File: src/rtl/vnts_pkg.sv
package vnts_pkg;

	// table geometry and coordinate width
	localparam int MAX_SEEDS  = 64;
	localparam int COORD_BITS = 10;
	localparam int IDX_W      = $clog2(MAX_SEEDS);
	localparam int N_W        = $clog2(MAX_SEEDS + 1);

	// fixed field widths
	localparam int CMD_W  = 1;
	localparam int SLOT_W = 6;
	localparam int POS_W  = 10;
	localparam int CFG_W  = 7;
	localparam int DIST_W = 21;

	// squared distance before saturation
	localparam int SQ_W  = 2 * COORD_BITS;
	localparam int SUM_W = SQ_W + 1;
	localparam int CMP_W = (SUM_W > DIST_W) ? SUM_W : DIST_W;

	localparam logic [DIST_W-1:0] DIST_MAX     = {DIST_W{1'b1}};
	localparam logic [CFG_W-1:0]  ACTIVE_RESET = CFG_W'(20);
	localparam int                MIN_SEEDS    = 2;

	// command codes
	localparam logic [CMD_W-1:0] CMD_SEED  = 1'b0;
	localparam logic [CMD_W-1:0] CMD_PIXEL = 1'b1;

	// tag riding along with each seed read through the distance pipe
	typedef struct packed {
		logic             valid;
		logic             last;
		logic [IDX_W-1:0] idx;
	} dist_tag_t;

endpackage

File: src/rtl/voronoi_nearest_two_seed_search_core.sv
// Pixel query: the core scans seeds 0..n-1, where n is active_seeds clamped to
// 2..64, through the single read port of the seed table, one seed read per cycle;
// the result is loaded into the output register and a new item is taken once idle.
// Out-of-region pixels skip the scan; seed writes are taken while idle.
// Reset (arst_n low, asynchronous): idle, no result pending, running max 0,
// active_seeds 20. Seed table contents are undefined until written.
module voronoi_nearest_two_seed_search_core (
	input  logic                          clk,
	input  logic                          arst_n,
	// input channel
	input  logic                          in_valid,
	output logic                          in_stall,
	input  logic [vnts_pkg::CMD_W-1:0]    command,
	input  logic [vnts_pkg::SLOT_W-1:0]   seed_slot,
	input  logic [vnts_pkg::POS_W-1:0]    pos_x,
	input  logic [vnts_pkg::POS_W-1:0]    pos_y,
	input  logic                          in_region,
	input  logic                          frame_start,
	// result channel
	output logic                          out_valid,
	input  logic                          out_stall,
	output logic [vnts_pkg::IDX_W-1:0]    nearest_seed,
	output logic [vnts_pkg::DIST_W-1:0]   nearest_dist,
	output logic [vnts_pkg::DIST_W-1:0]   edge_value,
	output logic [vnts_pkg::DIST_W-1:0]   frame_max,
	output logic                          pixel_valid,
	// config channel: active_seeds
	input  logic                          cfg_valid,
	output logic                          cfg_ready,
	input  logic [vnts_pkg::CFG_W-1:0]    cfg_data
);
	import vnts_pkg::*;

	typedef enum logic [2:0] {
		ST_IDLE = 3'b001,
		ST_SCAN = 3'b010,
		ST_FIN  = 3'b100
	} state_t;

	state_t                state_q;
	logic                  in_beat;
	logic                  seed_beat;
	logic                  pix_beat;
	logic                  fin_fire;

	logic [CFG_W-1:0]      active_q;
	logic [N_W-1:0]        n_clamped;
	logic [N_W-1:0]        n_q;
	logic [N_W-1:0]        rd_cnt_q;
	logic                  rd_en;

	logic [COORD_BITS-1:0] px_q;
	logic [COORD_BITS-1:0] py_q;
	logic                  region_q;

	logic [IDX_W-1:0]      best_q;
	logic [DIST_W-1:0]     d1_q;
	logic [DIST_W-1:0]     d2_q;
	logic [DIST_W-1:0]     run_max_q;
	logic [DIST_W-1:0]     edge_w;
	logic [DIST_W-1:0]     new_max;

	logic [SQ_W-1:0]       ram_rdata;
	dist_tag_t             tag_s1;
	dist_tag_t             tag_s3;
	logic [DIST_W-1:0]     dist_s3;
	logic                  is_first;
	logic                  is_second;

	logic                  out_valid_q;
	logic [IDX_W-1:0]      out_seed_q;
	logic [DIST_W-1:0]     out_d1_q;
	logic [DIST_W-1:0]     out_edge_q;
	logic [DIST_W-1:0]     out_max_q;
	logic                  out_region_q;

	// ---------------- handshakes ----------------
	// Input taken only when idle; the output register decouples the result side,
	// so a waiting result beat does not hold off the next item.
	assign in_stall  = (state_q != ST_IDLE);
	assign in_beat   = in_valid && !in_stall;
	assign seed_beat = in_beat && (command == CMD_SEED);
	assign pix_beat  = in_beat && (command == CMD_PIXEL);
	assign cfg_ready = 1'b1;

	always_ff @(posedge clk or negedge arst_n) begin
		if (!arst_n) begin
			active_q <= ACTIVE_RESET;
		end else if (cfg_valid && cfg_ready) begin
			active_q <= cfg_data;
		end
	end

	// clamp the search count to 2..MAX_SEEDS
	always_comb begin
		if (active_q < CFG_W'(MIN_SEEDS)) begin
			n_clamped = N_W'(MIN_SEEDS);
		end else if (int'(active_q) > MAX_SEEDS) begin
			n_clamped = N_W'(MAX_SEEDS);
		end else begin
			n_clamped = N_W'(active_q);
		end
	end

	// ---------------- seed table ----------------
	// {x, y} per entry. Writes happen only while idle and reads only while
	// scanning, so the two ports never touch the same entry in one cycle.
	assign rd_en = (state_q == ST_SCAN) && (rd_cnt_q < n_q);

	vnts_ram #(
		.WIDTH (SQ_W),
		.DEPTH (MAX_SEEDS)
	) u_seed_ram (
		.clk   (clk),
		.we    (seed_beat && (int'(seed_slot) < MAX_SEEDS)),
		.waddr (IDX_W'(seed_slot)),
		.wdata ({pos_x[COORD_BITS-1:0], pos_y[COORD_BITS-1:0]}),
		.re    (rd_en),
		.raddr (rd_cnt_q[IDX_W-1:0]),
		.rdata (ram_rdata)
	);

	// tag lines up with the registered read data
	always_ff @(posedge clk or negedge arst_n) begin
		if (!arst_n) begin
			tag_s1 <= '0;
		end else begin
			tag_s1.valid <= rd_en;
			tag_s1.last  <= rd_en && ((rd_cnt_q + N_W'(1)) == n_q);
			tag_s1.idx   <= rd_cnt_q[IDX_W-1:0];
		end
	end

	vnts_dist u_dist (
		.clk       (clk),
		.arst_n    (arst_n),
		.tag_s1    (tag_s1),
		.seed_x_s1 (ram_rdata[SQ_W-1:COORD_BITS]),
		.seed_y_s1 (ram_rdata[COORD_BITS-1:0]),
		.px        (px_q),
		.py        (py_q),
		.tag_s3    (tag_s3),
		.dist_s3   (dist_s3)
	);

	// ---------------- control ----------------
	assign fin_fire = (state_q == ST_FIN) && (!out_valid_q || !out_stall);

	always_ff @(posedge clk or negedge arst_n) begin
		if (!arst_n) begin
			state_q  <= ST_IDLE;
			rd_cnt_q <= '0;
		end else begin
			case (state_q)
				ST_IDLE: begin
					rd_cnt_q <= '0;
					if (pix_beat) begin
						state_q <= in_region ? ST_SCAN : ST_FIN;
					end
				end
				ST_SCAN: begin
					if (rd_en) begin
						rd_cnt_q <= rd_cnt_q + N_W'(1);
					end
					if (tag_s3.valid && tag_s3.last) begin
						state_q <= ST_FIN;
					end
				end
				ST_FIN: begin
					if (fin_fire) begin
						state_q <= ST_IDLE;
					end
				end
				default: begin
					state_q <= ST_IDLE;
				end
			endcase
		end
	end

	// pixel context, held for the whole scan
	always_ff @(posedge clk) begin
		if (pix_beat) begin
			px_q     <= pos_x[COORD_BITS-1:0];
			py_q     <= pos_y[COORD_BITS-1:0];
			region_q <= in_region;
			n_q      <= n_clamped;
		end
	end

	// ---------------- top-two tracker ----------------
	// Strict less-than keeps the lowest index on ties for the nearest.
	// Entry 0 only seeds d1; entry 1 always lands in d1 or d2.
	assign is_first  = (tag_s3.idx == '0);
	assign is_second = (tag_s3.idx == IDX_W'(1));

	always_ff @(posedge clk) begin
		if (pix_beat) begin
			best_q <= '0;
			d1_q   <= in_region ? DIST_MAX : '0;
			d2_q   <= in_region ? DIST_MAX : '0;
		end else if (state_q == ST_SCAN && tag_s3.valid) begin
			if (is_first || (dist_s3 < d1_q)) begin
				if (!is_first) begin
					d2_q <= d1_q;
				end
				d1_q   <= dist_s3;
				best_q <= tag_s3.idx;
			end else if (is_second || (dist_s3 < d2_q)) begin
				d2_q <= dist_s3;
			end
		end
	end

	// out-of-region: d1 = d2 = 0, so edge is 0 and the max is left alone
	assign edge_w  = d2_q - d1_q;
	assign new_max = (edge_w > run_max_q) ? edge_w : run_max_q;

	always_ff @(posedge clk or negedge arst_n) begin
		if (!arst_n) begin
			run_max_q <= '0;
		end else if (pix_beat && frame_start) begin
			run_max_q <= '0;
		end else if (fin_fire) begin
			run_max_q <= new_max;
		end
	end

	// ---------------- output register ----------------
	always_ff @(posedge clk or negedge arst_n) begin
		if (!arst_n) begin
			out_valid_q <= 1'b0;
		end else if (fin_fire) begin
			out_valid_q <= 1'b1;
		end else if (!out_stall) begin
			out_valid_q <= 1'b0;
		end
	end

	always_ff @(posedge clk) begin
		if (fin_fire) begin
			out_seed_q   <= best_q;
			out_d1_q     <= d1_q;
			out_edge_q   <= edge_w;
			out_max_q    <= new_max;
			out_region_q <= region_q;
		end
	end

	assign out_valid    = out_valid_q;
	assign nearest_seed = out_seed_q;
	assign nearest_dist = out_d1_q;
	assign edge_value   = out_edge_q;
	assign frame_max    = out_max_q;
	assign pixel_valid  = out_region_q;

	// ---------------- checks ----------------
	// the tracker must leave nearest no farther than second-nearest
	a_top_two_order: assert property (@(posedge clk) disable iff (!arst_n)
		(state_q == ST_FIN) |-> (d1_q <= d2_q))
		else $error("nearest distance above second-nearest");

	// distance pipe must drain before the scan ends
	a_pipe_in_scan: assert property (@(posedge clk) disable iff (!arst_n)
		tag_s3.valid |-> (state_q == ST_SCAN))
		else $error("distance beat outside scan");

	// a reported edge value never exceeds the reported frame maximum
	a_edge_le_max: assert property (@(posedge clk) disable iff (!arst_n)
		out_valid |-> (edge_value <= frame_max))
		else $error("edge value above frame maximum");

	// a scan never reads past the clamped seed count
	a_read_bound: assert property (@(posedge clk) disable iff (!arst_n)
		(state_q == ST_SCAN) |-> (rd_cnt_q <= n_q))
		else $error("seed read beyond active count");

endmodule

File: src/rtl/vnts_ram.sv
module vnts_ram #(
	parameter int WIDTH = 8,
	parameter int DEPTH = 16
) (
	input  logic                     clk,
	input  logic                     we,
	input  logic [$clog2(DEPTH)-1:0] waddr,
	input  logic [WIDTH-1:0]         wdata,
	input  logic                     re,
	input  logic [$clog2(DEPTH)-1:0] raddr,
	output logic [WIDTH-1:0]         rdata
);

	logic [WIDTH-1:0] mem_q [DEPTH];
	logic [WIDTH-1:0] rdata_q;

	always_ff @(posedge clk) begin
		if (we) begin
			mem_q[waddr] <= wdata;
		end
		if (re) begin
			rdata_q <= mem_q[raddr];
		end
	end

	assign rdata = rdata_q;

endmodule

File: src/rtl/vnts_dist.sv
module vnts_dist (
	input  logic                               clk,
	input  logic                               arst_n,
	input  vnts_pkg::dist_tag_t                tag_s1,
	input  logic [vnts_pkg::COORD_BITS-1:0]    seed_x_s1,
	input  logic [vnts_pkg::COORD_BITS-1:0]    seed_y_s1,
	input  logic [vnts_pkg::COORD_BITS-1:0]    px,
	input  logic [vnts_pkg::COORD_BITS-1:0]    py,
	output vnts_pkg::dist_tag_t                tag_s3,
	output logic [vnts_pkg::DIST_W-1:0]        dist_s3
);
	import vnts_pkg::*;

	logic [COORD_BITS-1:0] dx;
	logic [COORD_BITS-1:0] dy;
	logic [SQ_W-1:0]       sqx_s2;
	logic [SQ_W-1:0]       sqy_s2;
	dist_tag_t             tag_s2;
	dist_tag_t             tag_s3_q;
	logic [DIST_W-1:0]     dist_s3_q;
	logic [SUM_W-1:0]      sum;
	logic [CMP_W-1:0]      sum_wide;
	logic [DIST_W-1:0]     dist_sat;

	assign dx = (seed_x_s1 > px) ? (seed_x_s1 - px) : (px - seed_x_s1);
	assign dy = (seed_y_s1 > py) ? (seed_y_s1 - py) : (py - seed_y_s1);

	// s2: squares
	always_ff @(posedge clk) begin
		sqx_s2 <= SQ_W'(dx) * SQ_W'(dx);
		sqy_s2 <= SQ_W'(dy) * SQ_W'(dy);
	end

	// s3: sum, saturate
	assign sum      = SUM_W'(sqx_s2) + SUM_W'(sqy_s2);
	assign sum_wide = CMP_W'(sum);
	assign dist_sat = (sum_wide > CMP_W'(DIST_MAX)) ? DIST_MAX : DIST_W'(sum_wide);

	always_ff @(posedge clk) begin
		dist_s3_q <= dist_sat;
	end

	always_ff @(posedge clk or negedge arst_n) begin
		if (!arst_n) begin
			tag_s2   <= '0;
			tag_s3_q <= '0;
		end else begin
			tag_s2   <= tag_s1;
			tag_s3_q <= tag_s2;
		end
	end

	assign tag_s3  = tag_s3_q;
	assign dist_s3 = dist_s3_q;

endmodule

File: config.mk
export PLATFORM = sky130hd
export DESIGN_NAME = voronoi_nearest_two_seed_search_core
export DESIGN_NICKNAME = d
export VERILOG_FILES = /design/src/rtl/vnts_pkg.sv /design/src/rtl/voronoi_nearest_two_seed_search_core.sv /design/src/rtl/vnts_ram.sv /design/src/rtl/vnts_dist.sv
export SDC_FILE = /design/constraint.sdc
export NUM_CORES = 2
export LEC_CHECK = 0
export BUFFER_PORTS_ARGS = -buffer_cell sky130_fd_sc_hd__buf_2
export CORE_ASPECT_RATIO = 0.8
export CORE_MARGIN = 5
export CORE_UTILIZATION = 62
export DETAILED_ROUTE_END_ITERATION = 8
export PLACE_DENSITY = 0.79
export REMOVE_ABC_BUFFERS = 1
export SLEW_MARGIN = 40
export SYNTH_ARGS = -nofsm -noshare
export SYNTH_HDL_FRONTEND = slang
export SYNTH_SLANG_ARGS = --single-unit
File: constraint.sdc
create_clock -name clk -period 17.1 [get_ports clk]
set_input_delay 0.855 -clock clk [delete_from_list [all_inputs] [get_ports clk]]
set_output_delay 0.855 -clock clk [all_outputs]
set_load 0.02 [all_outputs]
==> reports/metrics.yaml <==
status: "complete, no violations"
synthesis.area_mm2: 0.06878
design.core.area_mm2: 0.1103
ys.flop_type: "edfxtp_1"
fill_cells: 6625
synthArstFlopShare_pct: 4.018
critPathRequiredTime_ns: 17.75
multiInputGateArea_mm2: 0.02122
place_congestion: 0.8698
ctsHoldBuffers: 0
instances_no_fill: 5598
crit_type: "register to register"
numCtsBuffers: 145
synth_area_leaders: "edfxtp_1, mux4_2, ha_1, fa_1, dfrtp_1"
antenna_found_initial: 14
clk_pin_slew_ns: 0.07
clockRootBuffer: "clkbuf_16"
start_kind: "register"
p_sw_share_pct: 29.62
final.period_utilization_pct: 48.72
ctsResizeCount: 0
ys_seq_area_share_pct: 67.06
wirelength_um: 167900
synth_top_area_share_pct: 62.87
final_max_slew_viol_count: 0
tns_ns: 0
internal_power_uw: 7248
htreeDepth: 4
slew_headroom_pct: 41.33
drt_iter0_drc: 4066
avgViaCountPerCell: 6.579
pwr-share-comb_pct: 26.6
dieArea_mm2: 0.1177
crit_path_max_fanout: 19
yosys_warnings: 0
crit_top_cell: "inv_1"
fin_skew_ns: 0.03637
chipWidth_um: 382.4
synthTopCellsByCount: "edfxtp_1, mux4_2, inv_1"
power_density_mw_per_mm2: 134.7
firstDrtPassIters: 5
power_switching_uw: 3050
tightest_slew_ns: 0.8801
slowest_delay_ns: 0.54
vdd_drop_max_mv: 0.1529
synth_area_leader_cell: "edfxtp_1"
drc: 0
fin_nets: 4423
grt_pass1_wl_um: 247900
seqCellArea_mm2: 0.04614
hold_path.class: "input port to async pin"
ys_ff_latch: 1568
synthesis.instances: 3832
pin_count: 114
vias: 36830
ys_types: 86
p_leak_uw: 0.02642
grt-ovfl-total: 0
fp-row-count: 109
p_seq_share_pct: 42.9
initial_utilization_pct: 62.34
synth_edf_count: 1440
critPathSlowestCell: "o211ai_4"
clkLatencyLatePin_ns: 0.78
cts_num_sinks: 1568
arrival_ns: 8.98
avgSynthCellArea_um2: 17.95
hold_viol: 0
drive_gt1_share_pct: 23.55
grt_start_max_net_pins: 92
cp-end-kind: "register"
finalSetupViolations: 0
ant_nets: 0
grt_util_all_layers_pct: 28.95
place_inst: 5323
cts_setup_buffers: 0
fmax_mhz: 120.0
yosysMostFrequentCell: "edfxtp_1"
grt_pass1_vias: 37530
cts.path.max_buffers: 3
wl_per_cell_um: 29.99
fp.dieH_um: 307.9
min_period_ns: 8.331
clkPwrFrac_pct: 30.5
max_cap_viol_count: 0
cts_tree: "yes"
area_growth_pct: 11.12
rsz0062_at_grt: "no"
portBuffers: 112
dpl.hpwl_um: 94460
-- final cells by class --
class	count	area share [%]
flip-flops and latches	1568	60.37
multi-input cells	1821	27.77
clock buffers	199	5.353
well taps	1443	2.362
repair buffers	213	2.112
inverters	289	1.423
clock inverters	54	0.5746
diodes	11	0.03602
-- path summary, 6_finish.rpt --
| kind | start | endpoint | slack [ns] | cells after the start |
|---|---|---|---|---|
| setup / recovery | u_seed_ram.rdata[0] | u_dist.sqy_s2[19] | 8.77 | 31 |
| hold / removal | arst_n | run_max_q[0] | 0.15 | 2 |
| setup reg to reg | u_seed_ram.rdata[0] | u_dist.sqy_s2[19] | 8.77 | 31 |
| hold reg to reg | tag_s1[2] | u_dist.tag_s2[2] | 0.35 | 0 |
| max in group asynchronous | arst_n | rd_cnt_q[5] | 16.45 | 2 |
| min in group clk | cfg_data[2] | active_q[2] | 0.31 | 2 |
-- cells by family after synthesis --
group / share of synthesized area [%]
XOR/XNOR: 1.330
buffers and inverters: 2.494
AND/OR/NAND/NOR: 3.509
flip-flops: 67.06
AO/OA/AOI/OAI: 3.686
other: 0.005452
multiplexers: 14.57
adder cells (fa/ha/maj): 7.349
-- critical path, delay by kind of cell, from the launching register on --
family	cells	cell delay, ns
adder cells (fa/ha/maj)	8	3.19
AO/OA/AOI/OAI	9	2.09
AND/OR/NAND/NOR	4	0.78
XOR/XNOR	2	0.68
buffers and inverters	7	0.63
multiplexers	1	0.42
flip-flops	1	0.40
-- sequential cells by signal, indices dropped and copies added, names as in the netlist, 20 cells and up --
name              cells
d1_q                 21
d2_q                 21
edge_value           21
frame_max            21
nearest_dist         21
run_max_q            21
u_dist.dist_s3       21
u_seed_ram.mem_q   1280
u_seed_ram.rdata     20
-- power by group through the flow --
stage          combinational [µW]  sequential, µW  clock [µW]
6_report                     2740            4420        3140
3_5_place_dp                 2720            4500           0
5_1_grt                      3130            4430        3350
3_3_place_gp                 2660            4500           0
4_1_cts                      2760            4420        3170
2_1_floorplan                2130            4480           0
-- per-layer routing --
layer / up-vias / global-route usage, % / share of wire (%)
met3: 299 / 5.924 / 9.2
li1: 15350 / - / -
met2: 2176 / 48.52 / 50
met5: - / 0 / 0.078
met1: 19000 / 38.85 / 37
met4: 4 / 9.672 / 3.3
-- stage by stage --
step	instance area, µm²	utilization, %	total power (µW)	worst slack [ns]	hold slack, ns
2_1_floorplan	68150	-	6609	3.059	0.3312
3_3_place_gp	71450	64.76	7164	9.160	0.3313
3_5_place_dp	71600	64.90	7220	8.996	0.3347
4_1_cts	76140	69.01	10350	8.844	0.2453
5_1_grt	76400	69.25	10910	8.369	0.2070
6_report	76430	69.27	10300	8.769	0.1536
-- cells in the final DEF, fill, tap and decap left out, types with 35 or more instances in the layout --
cell type | synthesis | layout
buf_2 | 13 | 100
clkbuf_16 | 0 | 153
o21ai_0 | 87 | 86
a31oi_1 | 36 | 35
inv_1 | 285 | 283
dfxtp_1 | 65 | 65
fa_1 | 100 | 100
xnor2_1 | 65 | 64
dfrtp_1 | 60 | 55
a21oi_1 | 93 | 93
clkbuf_1 | 101 | 37
mux4_2 | 420 | 420
buf_4 | 3 | 88
nor2_1 | 202 | 137
nor2_2 | 0 | 51
ha_1 | 244 | 244
nand3_1 | 47 | 46
a21o_1 | 72 | 72
nand2_1 | 112 | 111
edfxtp_1 | 1440 | 1440
Note: power is estimated with default switching activity, not from simulation.
